`config.mk`:
```
export PLATFORM = sky130hd
export DESIGN_NAME = aes_ctr_ctrl
export DESIGN_NICKNAME = d
export VERILOG_FILES = /design/src/rtl/aes_ctr_pkg.sv /design/src/rtl/aes_ctr_ctrl.sv
export SDC_FILE = /design/constraint.sdc
export NUM_CORES = 1
export LEC_CHECK = 0
export ABC_CLOCK_PERIOD_IN_PS = 1400
export BUFFER_PORTS_ARGS = -buffer_cell sky130_fd_sc_hd__buf_2
export CAP_MARGIN = 5
export CORE_AREA = 2 2 39 41
export DETAILED_ROUTE_END_ITERATION = 8
export DIE_AREA = 0 0 41 43
export HOLD_SLACK_MARGIN = 0.1
export PLACE_DENSITY = 0.48
export SLEW_MARGIN = 20
export SYNTH_ARGS = -nofsm -noshare
export SYNTH_HDL_FRONTEND = slang
export SYNTH_SLANG_ARGS = --single-unit
```
`constraint.sdc`:
```
create_clock -name clk -period 1.4 [get_ports clk]
set_clock_uncertainty 0.2 [all_clocks]
set_input_delay 0.21 -clock clk [delete_from_list [all_inputs] [get_ports clk]]
set_output_delay 0.21 -clock clk [all_outputs]
set_load 0.1 [all_outputs]
```
`src/rtl/aes_ctr_pkg.sv`:
```
// Package with shared types, constants and AES helper functions.
package aes_ctr_pkg;

  localparam int unsigned BlockBytes = 16;
  localparam int unsigned CfgIdxW    = 2;
  localparam int unsigned CfgDataW   = 64;
  localparam int unsigned RoundW     = 4;

  typedef enum logic [CfgIdxW-1:0] {
    REG_KEY_HIGH = 2'd0,
    REG_KEY_LOW  = 2'd1,
    REG_CTR_HIGH = 2'd2,
    REG_CTR_LOW  = 2'd3
  } cfg_reg_t;

  typedef enum logic [1:0] {
    ST_IDLE,
    ST_LOAD,
    ST_ROUND,
    ST_OUT
  } ctl_state_t;

  // Commands from the controller to the datapath.
  typedef struct packed {
    logic reload;    // copy counter start registers into the counter
    logic load;      // load the AES state from the counter, key into round key
    logic round;     // run one AES round and step the round key
    logic bump;      // increment counter, mark keystream valid
    logic emit;      // capture the output byte and advance the byte position
  } dp_cmd_t;

  // Status from the datapath to the controller.
  typedef struct packed {
    logic last_round;
    logic need_block;
  } dp_stat_t;

  function automatic logic [7:0] sbox(input logic [7:0] x);
    logic [7:0] t [256];
    t = '{
      8'h63,8'h7c,8'h77,8'h7b,8'hf2,8'h6b,8'h6f,8'hc5,8'h30,8'h01,8'h67,8'h2b,8'hfe,8'hd7,8'hab,8'h76,
      8'hca,8'h82,8'hc9,8'h7d,8'hfa,8'h59,8'h47,8'hf0,8'had,8'hd4,8'ha2,8'haf,8'h9c,8'ha4,8'h72,8'hc0,
      8'hb7,8'hfd,8'h93,8'h26,8'h36,8'h3f,8'hf7,8'hcc,8'h34,8'ha5,8'he5,8'hf1,8'h71,8'hd8,8'h31,8'h15,
      8'h04,8'hc7,8'h23,8'hc3,8'h18,8'h96,8'h05,8'h9a,8'h07,8'h12,8'h80,8'he2,8'heb,8'h27,8'hb2,8'h75,
      8'h09,8'h83,8'h2c,8'h1a,8'h1b,8'h6e,8'h5a,8'ha0,8'h52,8'h3b,8'hd6,8'hb3,8'h29,8'he3,8'h2f,8'h84,
      8'h53,8'hd1,8'h00,8'hed,8'h20,8'hfc,8'hb1,8'h5b,8'h6a,8'hcb,8'hbe,8'h39,8'h4a,8'h4c,8'h58,8'hcf,
      8'hd0,8'hef,8'haa,8'hfb,8'h43,8'h4d,8'h33,8'h85,8'h45,8'hf9,8'h02,8'h7f,8'h50,8'h3c,8'h9f,8'ha8,
      8'h51,8'ha3,8'h40,8'h8f,8'h92,8'h9d,8'h38,8'hf5,8'hbc,8'hb6,8'hda,8'h21,8'h10,8'hff,8'hf3,8'hd2,
      8'hcd,8'h0c,8'h13,8'hec,8'h5f,8'h97,8'h44,8'h17,8'hc4,8'ha7,8'h7e,8'h3d,8'h64,8'h5d,8'h19,8'h73,
      8'h60,8'h81,8'h4f,8'hdc,8'h22,8'h2a,8'h90,8'h88,8'h46,8'hee,8'hb8,8'h14,8'hde,8'h5e,8'h0b,8'hdb,
      8'he0,8'h32,8'h3a,8'h0a,8'h49,8'h06,8'h24,8'h5c,8'hc2,8'hd3,8'hac,8'h62,8'h91,8'h95,8'he4,8'h79,
      8'he7,8'hc8,8'h37,8'h6d,8'h8d,8'hd5,8'h4e,8'ha9,8'h6c,8'h56,8'hf4,8'hea,8'h65,8'h7a,8'hae,8'h08,
      8'hba,8'h78,8'h25,8'h2e,8'h1c,8'ha6,8'hb4,8'hc6,8'he8,8'hdd,8'h74,8'h1f,8'h4b,8'hbd,8'h8b,8'h8a,
      8'h70,8'h3e,8'hb5,8'h66,8'h48,8'h03,8'hf6,8'h0e,8'h61,8'h35,8'h57,8'hb9,8'h86,8'hc1,8'h1d,8'h9e,
      8'he1,8'hf8,8'h98,8'h11,8'h69,8'hd9,8'h8e,8'h94,8'h9b,8'h1e,8'h87,8'he9,8'hce,8'h55,8'h28,8'hdf,
      8'h8c,8'ha1,8'h89,8'h0d,8'hbf,8'he6,8'h42,8'h68,8'h41,8'h99,8'h2d,8'h0f,8'hb0,8'h54,8'hbb,8'h16
    };
    return t[x];
  endfunction

  function automatic logic [7:0] xtime(input logic [7:0] x);
    return {x[6:0], 1'b0} ^ (x[7] ? 8'h1b : 8'h00);
  endfunction

  // Round constant for the key schedule step that produces round r (1..10).
  function automatic logic [7:0] rcon(input logic [RoundW-1:0] r);
    logic [7:0] v;
    case (r)
      4'd1:    v = 8'h01;
      4'd2:    v = 8'h02;
      4'd3:    v = 8'h04;
      4'd4:    v = 8'h08;
      4'd5:    v = 8'h10;
      4'd6:    v = 8'h20;
      4'd7:    v = 8'h40;
      4'd8:    v = 8'h80;
      4'd9:    v = 8'h1b;
      4'd10:   v = 8'h36;
      default: v = 8'h00;
    endcase
    return v;
  endfunction

endpackage

```
`src/rtl/aes_ctr_ctrl.sv`:
```
// Controller: sequences the keystream computation and the stream handshakes.
module aes_ctr_ctrl (
  input  logic                  clk,
  input  logic                  rst_n,
  input  logic                  in_tvalid,
  output logic                  in_tready,
  input  logic                  in_start,
  output logic                  out_tvalid,
  input  logic                  out_tready,
  input  aes_ctr_pkg::dp_stat_t stat,
  output aes_ctr_pkg::dp_cmd_t  cmd
);
  import aes_ctr_pkg::*;

  ctl_state_t state_r, state_nxt;
  logic       out_valid_r, out_valid_nxt;
  logic       take;

  // A byte is taken only in idle, and only when the output slot frees up.
  assign take = (state_r == ST_IDLE) && in_tvalid && (!out_valid_r || out_tready);

  always_comb begin
    state_nxt = state_r;
    unique case (state_r)
      ST_IDLE:  if (take) state_nxt = stat.need_block ? ST_LOAD : ST_OUT;
      ST_LOAD:  state_nxt = ST_ROUND;
      ST_ROUND: if (stat.last_round) state_nxt = ST_OUT;
      ST_OUT:   if (!out_valid_r || out_tready) state_nxt = ST_IDLE;
      default:  state_nxt = ST_IDLE;
    endcase
  end

  // Commands; the byte is held at the input until the OUT state consumes it.
  always_comb begin
    cmd           = '0;
    in_tready     = 1'b0;
    out_valid_nxt = out_valid_r && !out_tready;
    unique case (state_r)
      ST_IDLE: begin
        if (take && in_start) cmd.reload = 1'b1;
      end
      ST_LOAD: begin
        cmd.load = 1'b1;
      end
      ST_ROUND: begin
        cmd.round = 1'b1;
        if (stat.last_round) cmd.bump = 1'b1;
      end
      ST_OUT: begin
        if (!out_valid_r || out_tready) begin
          cmd.emit      = 1'b1;
          in_tready     = 1'b1;
          out_valid_nxt = 1'b1;
        end
      end
      default: ;
    endcase
  end

  always_ff @(posedge clk) begin
    if (!rst_n) begin
      state_r     <= ST_IDLE;
      out_valid_r <= 1'b0;
    end else begin
      state_r     <= state_nxt;
      out_valid_r <= out_valid_nxt;
    end
  end

  assign out_tvalid = out_valid_r;

endmodule

```
=== Yosys cells after proc, flatten, opt, wreduce, memory -nomap -nowiden ===
Index checks and enable logic that the tools add are counted.

* Word-level logic and storage cells: 31
* Bits in registers: 3
* Output and inout port bits: 7

* Equality and inequality tests: 6
* Reductions and logical operators: 9
* Muxes and demuxes: 14

{| class="wikitable"
|+ Operators by type and width
! operator !! count
|-
| $mux 2 || 5
|-
| $mux 1 || 8
|-
| $pmux 2 s4 || 1
|-
| $ne 2x2->1 const B || 3
|-
| $eq 2x2->1 const B || 2
|-
| $logic_and 1x1->1 || 4
|-
| $reduce_and 3->1 || 1
|-
| $eq 2x1->1 const B || 1
|-
| $logic_not 1->1 || 2
|-
| $logic_not 2->1 || 1
|-
| $logic_or 1x1->1 || 1
|}

=== Longest topological paths before layout ===
Gate-level depths: netlist of run 1.

* Depth in word-level cells: 6
* Mapped depth: 6
* Depth with buffers taken out: 6

=== Worst setup path after synthesis of run 1 ===
OpenSTA, ideal clock, no wires.

* Path kind: register -> output
* Start point: reg out_valid_r, in the netlist out_tvalid
* End point: out cmd[4] in the netlist's numbering
* Buffers on the path: 0
* Data required time: 0.990 ns
* Cell stages (with the launch flop): 4
* Arrival: 2.305 ns
* Setup slack: -1.315 ns
* Path through: dfxtp_1 > nor2b_4 > nand2b_4 > nor2_1

{| class="wikitable"
|+ RTL lines
! what !! RTL line !! text
|-
| from (decl) || aes_ctr_ctrl.sv:16 || <nowiki>logic out_valid_r, out_valid_nxt;</nowiki>
|-
| from (signal assigned) || aes_ctr_ctrl.sv:66 || <nowiki>out_valid_r <= out_valid_nxt;</nowiki>
|-
| to (decl) || aes_ctr_ctrl.sv:11 || <nowiki>output aes_ctr_pkg::dp_cmd_t cmd</nowiki>
|}

==> results of run 1 <==
## flip-flops by register name, summed over array words and instances (netlist names)
| register | flops |
|---|---|
| out_tvalid | 1 |
| state_r | 2 |
## cells by family (layout without fill, tap and decap cells)
family | after synthesis | count (layout)
multiplexers | 2 | 2
adder cells (fa/ha/maj) | 4 | 4
AND/OR/NAND/NOR | 8 | 8
buffers and inverters | 5 | 31
AO/OA/AOI/OAI | 4 | 4
flip-flops | 3 | 3
## cell usage in the layout, fill, tap and decap left out
cell / n
a211o_2: 1
a222oi_1: 1
and2_4: 1
and2b_4: 1
buf_12: 7
buf_2: 6
buf_4: 4
buf_6: 4
clkbuf_1: 1
clkbuf_4: 3
dfxtp_4: 3
dlygate4sd3_1: 2
ha_2: 1
ha_4: 3
inv_1: 2
inv_4: 2
mux2i_1: 2
nand2_1: 2
nand2_2: 1
nand2b_4: 1
nor2_4: 1
nor2b_4: 1
o211a_1: 1
o21a_1: 1
## through the flow
stage	power, W	setup slack (ns)
final	0.00155	-0.209
after global routing	0.00166	-0.266
after CTS	0.00148	-0.222
after detailed placement	0.00121	-0.141
after global placement	0.00121	-0.0989
after floorplan	0.000867	-0.305
## metal layers
metal  track usage  part of all wire  wire length [µm]
met1        0.0831              0.38               221
met2         0.144              0.55               321
met3        0.0314             0.072                42
met4        0.0600                 0                 0
met5             0                 0                 0
## cell usage after synthesis
cell type  n  area share
nor2_1     1       0.015
a222oi_1   1       0.040
inv_1      4       0.061
ha_1       4        0.20
o211a_1    1       0.040
dfxtp_1    3        0.24
a211o_2    1       0.040
mux2i_1    2       0.081
and2b_2    1       0.035
o21a_1     1       0.030
and2_1     1       0.025
buf_4      1       0.030
nand2_1    3       0.045
nand2b_4   1       0.056
nor2b_4    1       0.056
## repair_timing
action                                  CTS  global route
hold buffers                              2             0
gates resized for setup                   6             8
endpoints found under the setup margin    8             8
pin swaps                                 3             2
endpoints found under the hold margin     3             0
setup buffers                             2             0
## path summary, 6_finish.rpt
check,start,slack (ns),end,depth (start not counted)
worst max-delay path,state_r[0],-0.21,cmd[1],5
worst min-delay path,out_tready,0.12,out_tvalid,3
worst max register to register,state_r[0],-0.20,state_r[1],5
worst min register to register,state_r[1],0.31,state_r[1],2
## layout make-up
class | count | area (µm²) | area share
timing repair buffer | 23 | 265 | 0.427
multi-input combinational | 18 | 219 | 0.352
sequential | 3 | 71.3 | 0.115
clock buffer | 4 | 26.3 | 0.0423
inverter | 4 | 20.0 | 0.0322
tap | 16 | 20.0 | 0.0322
## power breakdown
part	internal, W	switching [W]
registers	0.000135	0.0000492
clock network	0.000107	0.0000415
logic	0.000566	0.000654
## worst min-delay path: stages
cell and delay (ns):
buf_2 0.10, nor2b_4 0.05, o21a_1 0.15
==> results.txt, run 1 <==
----------------------------------------------------
[Detailed routing]
  Post-detailed-route count of antenna-violating nets ... 0
  Wirelength, routed ... 585 µm
  Initial DRC count ... 3
  Wire length per cell after detailed routing ... 8.60 µm
  Count of vias placed by the detailed router ... 265
  Number of DRC violations after detailed routing ... 0
  Count of TritonRoute iterations in the first routing pass ... 4
  Vias per cell ... 3.90

[Clock network]
  Clock-pin slew on the worst setup and hold paths ... 0.04 ns
  CTS Root Buffer Type ... clkbuf_4
  TritonCTS clock tree ... done
  Worst-skew pair later-pin latency ... 0.23 ns
  Num CTS Buffers ... 3
  Buffer depth of the longest clock path ... 2
  CTS H-tree lvls ... 1
  Total number of clock tree sinks ... 3

[Synthesis]
  Synthesized-area fraction occupied by and/or/nand/nor cells ... 0.232
  Cells after Synth ... 26
  Xor/xnor cell area share of the yosys netlist ... 0
  Largest family of logic cells by synthesized area ... simple AND/OR/NAND/NOR gates
  Area share of fa/ha/maj cells after synthesis ... 0.202
  Synthesized area divided by synthesized cell count ... 9.53 µm²
  Post-synth design cell area ... 248 µm²
  Mapped Nets ... 37
  Synthesized-area fraction occupied by ao, oa, aoi and oai cells ... 0.152
  FF+latch count, synth ... 3
  Share of the yosys chip area belonging to registers ... 0.242
  Library cells used by synthesis ... 15
  Multiplexer fraction of the synthesized cell area ... 0.0808
  Number of warnings reported in the yosys synthesis log ... 0

[Placed design]
  Routability Congestion ... 0.686
  Number of input and output port buffers inserted ... 13
  Cell count after placement ... 60
  Placed inst area ... 508 µm²

[Cells and area]
  Net count reported at finish ... 64
  Number of fill cells in the layout ... 134
  Finished Cell Area ... 622 µm²
  Cell Count, Final, Fillers Out ... 68
  Share of cells above drive strength 1 ... 0.769
  Area grow syn2layout ... 151%
  Antenna diode instance count ... 0
  Post-route core utilization ... 0.449

[Job]
  Total of max-cap violations ... 0

[Global route]
  Via count of the first global-routing pass ... 265
  Initial antenna violation count ... 0
  Pin count of the biggest net entering global routing ... 6
  GRT Residual Overflow ... 0
  First-pass GRT wire length ... 1.01 mm
  GRT Total Usage ... 0.0872

[STA]
  Final setup TNS ... -1.37 ns
  Crit share post-route ... 1.15
  Max-slew violations ... 0
  Max Freq ... 0.621 GHz
  Minimum hold slack ... 0.118 ns
  Slew Limit Headroom ... 0.716
  Transition time of the tightest slew-check pin ... 0.426 ns
  Final hold vios ... 0
  Final worst setup slack ... -0.209 ns
  Setup repair after global routing missed its margin ... yes
  Shortest period the worst path allows ... 1.61 ns
  Final setup violation count ... 8

[Die]
  Die height ... 43 µm
  Floorplan die width ... 41 µm
  Number of I/O pins ... 14
  Core area ... 1380 µm²
  Rows ... 14
  Die area ... 1760 µm²
  Initial core utilization ... 0.179

[Power and ir drop]
  Max IR drop VDD ... 744 µV
  Leakage ... 0.281 nW
  Power Dens Cells ... 2500 nW/µm²

[Worst setup path]
  Startpoint class of the critical path ... flip-flop
  Largest fanout on the critical path ... 4
  Critical path required time ... 0.99 ns
  Kind of cell adding the most delay to the critical path ... flip-flops
  Data arrival time of the critical path ... 1.20 ns
  Nature of the critical path endpoint ... output pin
  Worst setup path class ... flip-flop to output pin
  Crit-path cells ... inv_4 -> ha_4 -> buf_6 -> and2_4 -> buf_12
  Largest stage delay, worst path ... 0.36 ns
  Buf+Inv Stages, Crit Path ... 3
  Slowest cell on the critical path ... dfxtp_4

[Min path]
  Hold/Removal Path Class ... input port to flip-flop

[Status]
  Violations in the final reports ... negative setup slack
  Outcome ... finished with violations

----------------------------------------------------
Note: power is estimated with default switching activity, not from simulation.
==> run 2: changes to the inputs <==
--- a/config.mk
+++ b/config.mk
@@ -9,10 +9,12 @@
 export BUFFER_PORTS_ARGS = -buffer_cell sky130_fd_sc_hd__buf_2
 export CAP_MARGIN = 5
 export CORE_AREA = 2 2 39 41
+export CTS_BUF_LIST = sky130_fd_sc_hd__clkbuf_16
 export DETAILED_ROUTE_END_ITERATION = 8
 export DIE_AREA = 0 0 41 43
 export HOLD_SLACK_MARGIN = 0.1
 export PLACE_DENSITY = 0.48
+export RECOVER_POWER = 100
 export SLEW_MARGIN = 20
 export SYNTH_ARGS = -nofsm -noshare
 export SYNTH_HDL_FRONTEND = slang
==> results.txt, run 2 (same netlist as run 1, synthesis figures left out) <==
----------------------------------------------------
[Cells and area]
  Net count reported at finish ... 62
  Post-route core utilization ... 0.471
  Area grow syn2layout ... 163%
  Antenna diode instance count ... 0
  Multi-input gate area in the final layout ... 231 µm²
  Number of fill cells in the layout ... 119
  Most common cell after layout, fill and taps aside ... buf_12
  Commonest non-fill, non-tap cells in the layout ... 6 x buf_12, 5 x buf_2, 5 x buf_4
  Number of flip-flops in the largest register ... 2
  Register with the most flip-flops ... state_r
  Share of cells above drive strength 1 ... 0.760
  Register Area ... 71.3 µm²

[Die]
  Initial core utilization ... 0.179
  Die height ... 43 µm
  Core area ... 1380 µm²
  Floorplan die width ... 41 µm
  Rows ... 14
  Number of I/O pins ... 14
  Die area ... 1760 µm²

[Global route]
  First-pass GRT wire length ... 959 µm
  GRT Residual Overflow ... 0
  Initial antenna violation count ... 0
  Pin count of the biggest net entering global routing ... 6
  M1 GR Usage ... 0.0799
  GRT Total Usage ... 0.0802
  Grt met3 use ... 0.0314
  Most used routing layer ... met2
  Via count of the first global-routing pass ... 259
  Met2 global-route usage ... 0.134

[STA]
  Setup repair after global routing missed its margin ... yes
  Final setup violation count ... 8
  Final hold vios ... 0
  Max-slew violations ... 0
  Shortest period the worst path allows ... 1.60 ns
  Crit share post-route ... 1.14
  Slew Limit Headroom ... 0.720
  Max Freq ... 0.624 GHz
  Transition time of the tightest slew-check pin ... 0.419 ns
  Final worst setup slack ... -0.202 ns

[Placed design]
  Number of input and output port buffers inserted ... 13
  Routability Congestion ... 0.686

[Worst setup path]
  Nature of the critical path endpoint ... output pin
  Slack of the worst reg-to-reg path ... -0.09 ns
  Data arrival time of the critical path ... 1.19 ns
  Worst setup path class ... flip-flop to output pin
  Worst Setup EP ... in_tready
  Endpoint of the most critical register-to-register path ... state_r[1]
  Critical path required time ... 0.99 ns
  Critical register-to-register path startpoint ... state_r[0]
  Largest fanout on the critical path ... 4
  Start point of the critical path ... state_r[1]
  Startpoint class of the critical path ... flip-flop
  Worst R2R Path Depth ... 4

[Min path]
  Hold path startpoint ... stat[0]
  Hold/Removal Path Class ... input port to flip-flop

[Detailed routing]
  Initial DRC count ... 4
  Number of DRC violations after detailed routing ... 0
  Count of vias placed by the detailed router ... 258
  Vias per cell ... 3.91
  Count of TritonRoute iterations in the first routing pass ... 4
  Post-detailed-route count of antenna-violating nets ... 0
  Wire length per cell after detailed routing ... 9.02 µm
  Wirelength, routed ... 595 µm

[Clock network]
  CTS Root Buffer Type ... clkbuf_16
  Buffer depth of the longest clock path ... 2
  Worst-skew pair later-pin latency ... 0.22 ns
  Total number of clock tree sinks ... 3
  CTS H-tree lvls ... 1
  TritonCTS clock tree ... done
  Num CTS Buffers ... 3
  Clock-pin slew on the worst setup and hold paths ... 0.03 ns

[Power and ir drop]
  Max IR drop VDD ... 1010 µV
  Overall Power ... 0.00183 W
  Leakage ... 0.297 nW
  Power Dens Cells ... 2810 nW/µm²

[Status]
  Violations in the final reports ... negative setup slack
  Outcome ... finished with violations

[Job]
  Total of max-cap violations ... 0

----------------------------------------------------
-- run 2: timing repair --
action	4_1_cts	5_1_grt
endpoints found under the hold margin	3	0
endpoints found under the setup margin	8	8
buffers inserted	1	0
hold buffers	1	0
gates resized for setup	8	6
pin swaps	3	3
-- run 2: worst min path at each step --
stage                     cells past startpoint          to  slack (ns)
after detailed placement                      2  out_tvalid        0.28
after floorplan                               1  out_tvalid        0.13
after global placement                        2  out_tvalid        0.27
after CTS                                     4  state_r[1]        0.11
final                                         4  state_r[1]        0.11
after global routing                          3  out_tvalid        0.13
-- run 2: power by group --
part	switching, W	internal, W	total (W)
combinational	0.000658	0.000546	0.00120
sequential	0.0000521	0.000135	0.000187
clock	0.0000735	0.000368	0.000441
total	0.000784	0.00105	0.00183
-- run 2: metal layers --
layer,routed length [µm],part of all wire
met5,0,0
met3,44,0.074
met2,315,0.53
met1,235,0.39
met4,0,0
-- run 2: through the flow --
stage               std cells  instance area, µm²  setup TNS [ns]  hold slack [ns]  worst slack [ns]
floorplan                  26                 293           -1.04            0.127            -0.305
global placement           60                 508          -0.179            0.274           -0.0989
detailed placement         60                 508          -0.247            0.277            -0.141
CTS                        66                 638           -1.25            0.109            -0.202
global route               66                 652           -1.47            0.132            -0.231
finish                     66                 652           -1.18            0.107            -0.202
-- run 2: critical path, stage by stage (launching register included) --
cell and delay (ns):
dfxtp_4 0.38, ha_2 0.22, and2b_4 0.20, buf_12 0.18
-- run 2: cell type report --
| cell class | instances | area share |
|---|---|---|
| sequential | 3 | 0.109 |
| clock buffer | 3 | 0.115 |
| tap | 16 | 0.0307 |
| timing repair buffer | 21 | 0.353 |
| multi-input combinational | 18 | 0.355 |
| inverter | 4 | 0.0307 |
| clock inverter | 1 | 0.00576 |
==> run 3: changes to the inputs <==
--- a/config.mk
+++ b/config.mk
@@ -5,15 +5,14 @@
 export SDC_FILE = /design/constraint.sdc
 export NUM_CORES = 1
 export LEC_CHECK = 0
-export ABC_CLOCK_PERIOD_IN_PS = 1400
+export ABC_CLOCK_PERIOD_IN_PS = 1800
 export BUFFER_PORTS_ARGS = -buffer_cell sky130_fd_sc_hd__buf_2
 export CAP_MARGIN = 5
 export CORE_AREA = 2 2 39 41
 export CTS_BUF_LIST = sky130_fd_sc_hd__clkbuf_16
 export DETAILED_ROUTE_END_ITERATION = 8
 export DIE_AREA = 0 0 41 43
-export HOLD_SLACK_MARGIN = 0.1
-export PLACE_DENSITY = 0.48
+export PLACE_DENSITY = 0.46
 export RECOVER_POWER = 100
 export SLEW_MARGIN = 20
 export SYNTH_ARGS = -nofsm -noshare
==> constraint.sdc (replaced) <==
create_clock -name clk -period 1.8 [get_ports clk]
set_clock_uncertainty 0.2 [all_clocks]
set_input_delay 0.27 -clock clk [delete_from_list [all_inputs] [get_ports clk]]
set_output_delay 0.27 -clock clk [all_outputs]
set_load 0.1 [all_outputs]
==> results.txt, run 3 (same netlist as run 1, synthesis figures left out) <==
----------------------------------------------------
[Cells and area]
  Share of cells above drive strength 1 ... 0.619
  Antenna diode instance count ... 0
  Number of flip-flops in the largest register ... 2
  Register with the most flip-flops ... state_r
  Commonest non-fill, non-tap cells in the layout ... 7 x buf_2, 4 x inv_1, 3 x nand2_1, 3 x clkbuf_16, 3 x buf_12
  Area grow syn2layout ... 100%
  Most common cell after layout, fill and taps aside ... buf_2
  Net count reported at finish ... 54

[Clock network]
  TritonCTS clock tree ... done
  CTS H-tree lvls ... 1
  Buffer depth of the longest clock path ... 2
  Postcts setup bufs ... 0
  Clock-pin slew on the worst setup and hold paths ... 0.03 ns
  CTS Root Buffer Type ... clkbuf_16
  Worst-skew pair later-pin latency ... 0.22 ns
  Num CTS Buffers ... 3
  Total number of clock tree sinks ... 3

[Worst setup path]
  Nature of the critical path endpoint ... output pin
  Largest stage delay, worst path ... 0.34 ns
  Data arrival time of the critical path ... 1.26 ns
  Slowest cell on the critical path ... dfxtp_1
  Worst setup path class ... flip-flop to output pin
  Startpoint class of the critical path ... flip-flop
  Crit-path cells ... inv_1 -> ha_2 -> nand2_1 -> nor2_4 -> buf_8
  Critical path required time ... 1.33 ns
  Worst R2R Path Depth ... 4
  Largest fanout on the critical path ... 4

[Detailed routing]
  Wire length per cell after detailed routing ... 8.76 µm
  Count of vias placed by the detailed router ... 234
  Initial DRC count ... 9
  Number of DRC violations after detailed routing ... 0
  Count of TritonRoute iterations in the first routing pass ... 4
  Post-detailed-route count of antenna-violating nets ... 0
  Vias per cell ... 4.03
  Wirelength, routed ... 508 µm

[STA]
  Final setup TNS ... 0 ns
  Shortest period the worst path allows ... 1.73 ns
  Setup repair after global routing missed its margin ... no
  Final setup violation count ... 0
  Final hold vios ... 0
  Final worst setup slack ... 0.0737 ns
  Crit share post-route ... 0.959
  Max Freq ... 0.579 GHz
  Max-slew violations ... 0
  Transition time of the tightest slew-check pin ... 0.536 ns
  Slew Limit Headroom ... 0.644

[Die]
  Number of I/O pins ... 14
  Rows ... 14
  Core area ... 1380 µm²
  Initial core utilization ... 0.179
  Die area ... 1760 µm²
  Floorplan die width ... 41 µm
  Die height ... 43 µm

[Global route]
  GRT Total Usage ... 0.0692
  GRT Residual Overflow ... 0
  First-pass GRT wire length ... 772 µm
  Via count of the first global-routing pass ... 182
  Pin count of the biggest net entering global routing ... 6
  Initial antenna violation count ... 0

[Min path]
  Number of instances on the worst hold path ... 2
  Hold/Removal Path Class ... input port to flip-flop

[Placed design]
  Half-perimeter wire length of the detailed placement result ... 402 µm
  Number of input and output port buffers inserted ... 13
  Routability Congestion ... 0.662
  Worst-case setup slack after placement ... 0.159 ns

[Job]
  Total of max-cap violations ... 0

[Status]
  Outcome ... completed

----------------------------------------------------
==> run 3: critical path: cells and delay by family (launching register included) <==
kind / cells / cell delay, ns
adders and majority gates: 1 / 0.21
buffers and inverters: 2 / 0.29
DFF: 1 / 0.34
and+or+nand+nor: 2 / 0.19
==> run 3: layout make-up <==
| cell class | instances | area, µm² |
|---|---|---|
| fill | 141 | 888 |
| sequential | 3 | 63.8 |
| inverter | 4 | 15.0 |
| clock inverter | 1 | 3.75 |
| multi-input combinational | 18 | 191 |
| timing repair buffer | 13 | 126 |
| tap | 16 | 20.0 |
| clock buffer | 3 | 75.1 |
==> run 3: per-layer routing <==
layer | wire (µm) | global-route usage | vias up
met5 | 0 | 0 | -
met4 | 18 | 0.0600 | 0
met3 | 47 | 0.0366 | 2
met2 | 225 | 0.0844 | 10
met1 | 217 | 0.0833 | 105
li1 | - | - | 117
==> run 3: what timing repair did <==
action | in CTS | in global routing
endpoints found under the setup margin | 1 | 1
resized for setup | 1 | 1
hold buffers | 0 | 0
==> run 3: worst paths after layout <==
check / from / end / slack [ns]
worst max-delay path: state_r[1] / cmd[4] / 0.07
worst min register to register: state_r[1] / state_r[1] / 0.33
worst min-delay path: rst_n / out_tvalid / 0.10
worst max register to register: state_r[0] / state_r[1] / 0.20
==> run 3: stage by stage <==
stage                     hold WS [ns]  utilization  cell area [µm²]  std cells
after floorplan                  0.187            -              283         26
after global placement           0.329        0.309              428         54
after detailed placement         0.322        0.309              428         54
after CTS                        0.102        0.368              509         58
after global routing             0.127        0.358              495         58
final                            0.104        0.358              495         58
Power of run 3 is left out: the tool's default activity adds up to more than one toggle a clock period on the data nets, which glitch-free logic cannot reach.
